<file path="config.mk">
export PLATFORM = sky130hd
export DESIGN_NAME = c3rc_filter
export DESIGN_NICKNAME = d
export VERILOG_FILES = /design/src/c3rc_pkg.sv /design/src/c3rc_filter.sv
export SDC_FILE = /design/constraint.sdc
export NUM_CORES = 2
export LEC_CHECK = 0
export BUFFER_PORTS_ARGS = -buffer_cell sky130_fd_sc_hd__buf_2
export CAP_MARGIN = 20
export CORE_MARGIN = 5
export CORE_UTILIZATION = 50
export CTS_BUF_LIST = sky130_fd_sc_hd__clkbuf_4 sky130_fd_sc_hd__clkbuf_8
export DETAILED_ROUTE_END_ITERATION = 8
export PLACE_DENSITY = 0.67
export SYNTH_ARGS = -nofsm -noshare
export SYNTH_HDL_FRONTEND = slang
export SYNTH_SLANG_ARGS = --single-unit
</file>
<file path="constraint.sdc">
create_clock -name clock -period 8.4 [get_ports clock]
set_input_delay 0.42 -clock clock [delete_from_list [all_inputs] [get_ports clock]]
set_output_delay 0.42 -clock clock [all_outputs]
set_load 0.02 [all_outputs]
</file>
<file path="src/c3rc_pkg.sv">
// Shared types and constants of the 3x3 replicate-clamp convolution core.
package c3rc_pkg;

   localparam int PIXEL_W     = 8;
   localparam int WIDTH_REG_W = 11;
   localparam int COEFF_W     = 48;
   localparam int WEIGHT_W    = 16;
   localparam int CSR_INDEX_W = 2;

   localparam logic [WIDTH_REG_W-1:0] WIDTH_RESET = 11'd1024;

   localparam logic [CSR_INDEX_W-1:0] REG_IMAGE_WIDTH   = 2'd0;
   localparam logic [CSR_INDEX_W-1:0] REG_COEFF_TOP     = 2'd1;
   localparam logic [CSR_INDEX_W-1:0] REG_COEFF_MIDDLE  = 2'd2;
   localparam logic [CSR_INDEX_W-1:0] REG_COEFF_BOTTOM  = 2'd3;

   localparam int PROD_W    = 25;
   localparam int SUM_W     = 27;
   localparam int ACC_W     = 29;
   localparam int FRAC_BITS = 12;

   localparam logic [ACC_W-1:0]   ROUND_BIAS = 29'd2048;
   localparam logic [PIXEL_W-1:0] PIXEL_MAX  = 8'd255;

   localparam int FIFO_DEPTH = 8;
   localparam int FIFO_PTR_W = 3;
   localparam int FIFO_CNT_W = 4;

   typedef logic [PIXEL_W-1:0] pixel_type;
   typedef logic [8:0][PIXEL_W-1:0] window_type;
   typedef logic [2:0][COEFF_W-1:0] coeff_type;

   typedef struct packed {
      logic last_in_run;
      logic end_of_row;
      logic end_of_frame;
   } rsp_flags_type;

   typedef struct packed {
      rsp_flags_type flags;
      pixel_type     out_pixel;
   } result_type;

endpackage

</file>
<file path="src/c3rc_filter.sv">
// Pipelined 3x3 multiply-accumulate with rounding and clamping to 0..255.
module c3rc_filter (
   input  logic                   clock,
   input  logic                   reset,
   input  logic                   in_valid,
   input  c3rc_pkg::window_type   in_window,
   input  c3rc_pkg::rsp_flags_type in_flags,
   input  c3rc_pkg::coeff_type    coeff,
   output logic                   out_valid,
   output c3rc_pkg::result_type   out_result
);

   logic                                  a_valid_ff;
   c3rc_pkg::window_type                  a_win_ff;
   c3rc_pkg::rsp_flags_type               a_flags_ff;

   logic                                  b_valid_ff;
   logic signed [c3rc_pkg::PROD_W-1:0]    prod_ff [9];
   c3rc_pkg::rsp_flags_type               b_flags_ff;

   logic                                  c_valid_ff;
   logic signed [c3rc_pkg::SUM_W-1:0]     row_ff [3];
   c3rc_pkg::rsp_flags_type               c_flags_ff;

   logic                                  d_valid_ff;
   c3rc_pkg::result_type                  d_result_ff;

   logic signed [c3rc_pkg::ACC_W-1:0]     acc;
   logic        [c3rc_pkg::ACC_W-1:0]     rnd;
   logic        [c3rc_pkg::ACC_W-c3rc_pkg::FRAC_BITS-1:0] rnd_int;
   c3rc_pkg::pixel_type                   clamped;

   always_ff @(posedge clock) begin
      if (reset) begin
         a_valid_ff <= 1'b0;
         b_valid_ff <= 1'b0;
         c_valid_ff <= 1'b0;
         d_valid_ff <= 1'b0;
      end else begin
         a_valid_ff <= in_valid;
         b_valid_ff <= a_valid_ff;
         c_valid_ff <= b_valid_ff;
         d_valid_ff <= c_valid_ff;
      end
   end

   always_ff @(posedge clock) begin
      a_win_ff   <= in_window;
      a_flags_ff <= in_flags;
      b_flags_ff <= a_flags_ff;
      c_flags_ff <= b_flags_ff;
      for (int r = 0; r < 3; r++) begin
         for (int c = 0; c < 3; c++) begin
            prod_ff[r*3+c] <=
               c3rc_pkg::PROD_W'($signed(coeff[r][c3rc_pkg::WEIGHT_W*c +: c3rc_pkg::WEIGHT_W]))
               * c3rc_pkg::PROD_W'($signed({1'b0, a_win_ff[(2-r)*3+(2-c)]}));
         end
      end
      for (int r = 0; r < 3; r++) begin
         row_ff[r] <= c3rc_pkg::SUM_W'(prod_ff[r*3])
                    + c3rc_pkg::SUM_W'(prod_ff[r*3+1])
                    + c3rc_pkg::SUM_W'(prod_ff[r*3+2]);
      end
      d_result_ff.flags     <= c_flags_ff;
      d_result_ff.out_pixel <= clamped;
   end

   always_comb begin
      acc     = c3rc_pkg::ACC_W'(row_ff[0]) + c3rc_pkg::ACC_W'(row_ff[1])
              + c3rc_pkg::ACC_W'(row_ff[2]);
      rnd     = acc + c3rc_pkg::ROUND_BIAS;
      rnd_int = rnd[c3rc_pkg::ACC_W-1:c3rc_pkg::FRAC_BITS];
      if (acc[c3rc_pkg::ACC_W-1]) begin
         clamped = '0;
      end else if (rnd_int > (c3rc_pkg::ACC_W-c3rc_pkg::FRAC_BITS)'(c3rc_pkg::PIXEL_MAX)) begin
         clamped = c3rc_pkg::PIXEL_MAX;
      end else begin
         clamped = rnd_int[c3rc_pkg::PIXEL_W-1:0];
      end
   end

   assign out_valid  = d_valid_ff;
   assign out_result = d_result_ff;

endmodule
</file>
==> flow_results.org <==
** Yosys
- The Yosys step of the flow raised 0 warnings.
- Cells after synthesis :: 6,019
- Net Count, Synth :: 7,816
- The most used flip-flop cell after synthesis is dfxtp_1.
- In this run the cell area of the synthesized design comes to 56,200 um2.
- For this run, the register share of the synthesized area comes to 14.3%.
- In this run, synthesis inferred 0 flip-flops with an integrated enable.
- Dividing the synthesized area by the synthesized cell count gives 9.33 um2.
- Yosys reg bits :: 402
- Share of flip-flops with an asynchronous set or reset :: 0%
- Counting distinct cell types in the post-synthesis netlist gives 88.

** Clock tree
- CTS tree :: yes
- After clock tree synthesis, the clock-pin slew on the worst setup and hold paths is 0.06 ns.
- Buffers added to address setup during post-CTS repair amount to 0.
- The H-tree was split into 3 levels.
- Clk Tree Root Cell :: clkbuf_8
- Number of buffers on the longest clock path :: 3
- Once the clock tree was built, the resizer swapped 0 gates to a different size.
- Clock latency on the worst-skew pair, taken at its later pin, is 0.70 ns.
- In this run, post-CTS hold repair placed 77 buffers.
- Clock tree synthesis found a total of 402 sinks.
- Clock tree synthesis inserted a total of 77 buffers.

** Floorplanning
- Die H :: 345 um
- Starting density of the core :: 50.1%
- The initialized floorplan defines 123 standard-cell rows.
- Die area :: 119,000 um2
- From left edge to right edge, the die measures 345 um.
- 234 I/O pins were placed.
- In this run the standard cell core region covers 112,000 um2.

** STA
- Measured against its own limit, the worst slew margin works out to 46.4%.
- Final min period :: 5.59 ns
- Worst-case setup margin in the final layout :: 2.81 ns
- Ratio of final minimum period to clock period :: 66.5%
- Finish-stage setup viols :: 0
- Layout Skew :: 0.0309 ns
- Setup repair after global routing left no endpoint under its margin.
- Achievable clock frequency :: 179 MHz
- In the final timing run, aggregate negative setup slack is 0 ns.
- At the pin with the least slew margin, the transition time is 0.784 ns.
- The number of pins exceeding their max-slew limit in the final report is 0.
- The number of endpoints with negative hold slack in the final report is 0.

** Critical path
- CP max FO :: 16
- Worst path required time :: 9.01 ns
- STA classifies the critical path endpoint as a register.
- Crit path DAT :: 6.19 ns
- Start-to-end type of the worst setup path :: register to register
- STA classifies the critical path startpoint as a register.

** Detailed routing
- The first detailed-routing pass ran for 7 iterations.
- After detailed routing, the average wire length per cell comes to 16.1 um.
- DRC violation count after routing :: 0
- Final wirelength :: 127 mm
- Number of antenna-violating nets in the routed design :: 0
- Vias :: 39,977
- Violation count after the first detailed-routing iteration :: 1,973
- Detailed-route vias per instance :: 5.07

** Global route
- Met3 track utilization from global routing :: 2.50%
- Entering global routing, the biggest net connects 17 pins.
- The number of global-route vias before repair came to 42,575.
- Total grt overflow :: 0
- M1 GR Usage :: 29.9%
- GR met2 Demand/Resource :: 38.0%
- The global routing stage identified its most utilized layer as met2.
- Initial antenna violation count :: 12
- The first global-routing pass estimated 217 mm of wire.
- Global routing consumed, over all layers together, 22.0% of the routing resources.

** Final layout
- Post-layout util :: 54.8%
- Share of cells above drive strength 1 :: 6.48%
- After the last flow step, the layout net total stands at 8,122.
- The area growth from synthesis to layout is 9.27%.
- Across the whole layout, storage elements account for 8050 um2.
- Final standard cell count with taps included and fillers excluded :: 7,887
- Filler cell count :: 10,167
- Summing all multi-input logic gate instances after layout gives 42,700 um2.

** Job
- Number of max-cap violations :: 0

** Placed design
- I/O Buffers :: 233
- At the end of routability-driven placement, the weighted congestion stood at 0.880.
- Cells after DPL :: 7,669
- After legalization and detailed placement, the total HPWL measured 106 mm.
- OpenSTA, run right after detailed placement, puts the worst setup slack at 2.81 ns.

** Worst hold path
- Worst min-delay path category :: primary input to register

** Status
- Status :: completed
[area by class of cell]
class / instances / share of cell area, %
inverter: 1364 / 8.34
clock inverter: 32 / 0.677
sequential: 402 / 13.1
tap: 1500 / 3.06
multi-input combinational: 4170 / 69.5
clock buffer: 99 / 2.08
timing repair buffer: 310 / 3.16
antenna: 10 / 0.0408
[final timing paths]
check,cells past startpoint,to,slack (ns),start
max,20,prod_ff[0][174],2.81,a_win_ff[16]
min reg2reg,0,b_flags_ff[1],0.32,a_flags_ff[1]
min,2,prod_ff[0][75],0.11,coeff[48]
max reg2reg,20,prod_ff[0][174],2.81,a_win_ff[16]
[cell families (layout without fill, tap and decap cells)]
kind of cell	Yosys count	count (layout)	share of synthesized area [%]
other cells	0	10	0
buf+inv	1447	1805	9.68
flops	402	402	14.3
fa+ha+maj	1575	1575	48.7
compound gates	565	565	6.71
mux	13	13	0.249
simple gates	1759	1759	16.3
xor+xnor	258	258	4.04
[metal layers]
layer  share of wire (%)  wire [um]  up-vias
met2                  49      62700      721
met4                 1.9       2430        2
met1                  45      57100    20080
met5               0.010         13        -
met3                 3.7       4640      139
li1                    -          -    19035
[critical path, stage by stage (launching register included)]
cell and delay [ns]:
dfxtp_1 0.63, nand2_1 0.17, fa_1 0.56, inv_1 0.05, fa_1 0.45, ha_1 0.28
inv_1 0.04, fa_1 0.48, inv_1 0.05, ha_1 0.30, nor2b_1 0.14, o21ai_0 0.18
a21boi_0 0.14, o21ai_0 0.17, nand2b_1 0.11, a31oi_1 0.31, o21ai_0 0.23, o41ai_1 0.50
o211ai_1 0.22, a2111o_1 0.39, o211ai_1 0.09
[cells in the final DEF (no fill, tap or decap), types with 54 or more instances in the layout]
cell type,synthesis,final
dlygate4sd3_1,0,77
xor2_1,54,54
fa_1,1022,1022
nor3_1,74,74
xnor2_1,203,203
inv_1,1364,1364
nand2_1,557,557
o21ai_0,97,97
a21oi_1,169,169
dfxtp_1,402,402
nor2_1,156,156
nand3_1,64,64
ha_1,553,553
buf_2,4,233
and2_1,726,726
clkbuf_8,0,85
[synth_stat cells, types with 28 or more instances]
master	instances	area [um2]
xor2_1	54	473
dfxtp_1	402	8050
a21o_1	51	383
inv_1	1364	5120
nand3_1	64	320
nand2_1	557	2090
a211oi_1	31	233
xnor2_1	203	1780
nor2_1	156	586
o21ai_0	97	485
nor2b_1	34	213
clkbuf_1	78	293
a21oi_1	169	846
and2_1	726	4540
nor3_1	74	370
or3_1	28	175
fa_1	1022	20500
and3_1	36	225
ha_1	553	6920
[flip-flops by register name (all words and copies together), names as in the netlist]
name and count:
a_flags_ff 3, out_valid 1, c_valid_ff 1, c_flags_ff 3, out_result 11, row_ff 81, b_valid_ff 1, prod_ff 225
a_win_ff 72, b_flags_ff 3, a_valid_ff 1
[per-stage QoR]
| stage | instance area [um2] | hold slack, ns |
|---|---|---|
| finish | 61400 | 0.114 |
| global route | 61400 | 0.0496 |
| CTS | 61400 | 0.0234 |
| detailed placement | 58900 | 0.312 |
| global placement | 58900 | 0.311 |
| floorplan | 56200 | 0.310 |
Power is not shown: default switching activity piles up to over one toggle a cycle in this logic, so the estimate is an artifact.
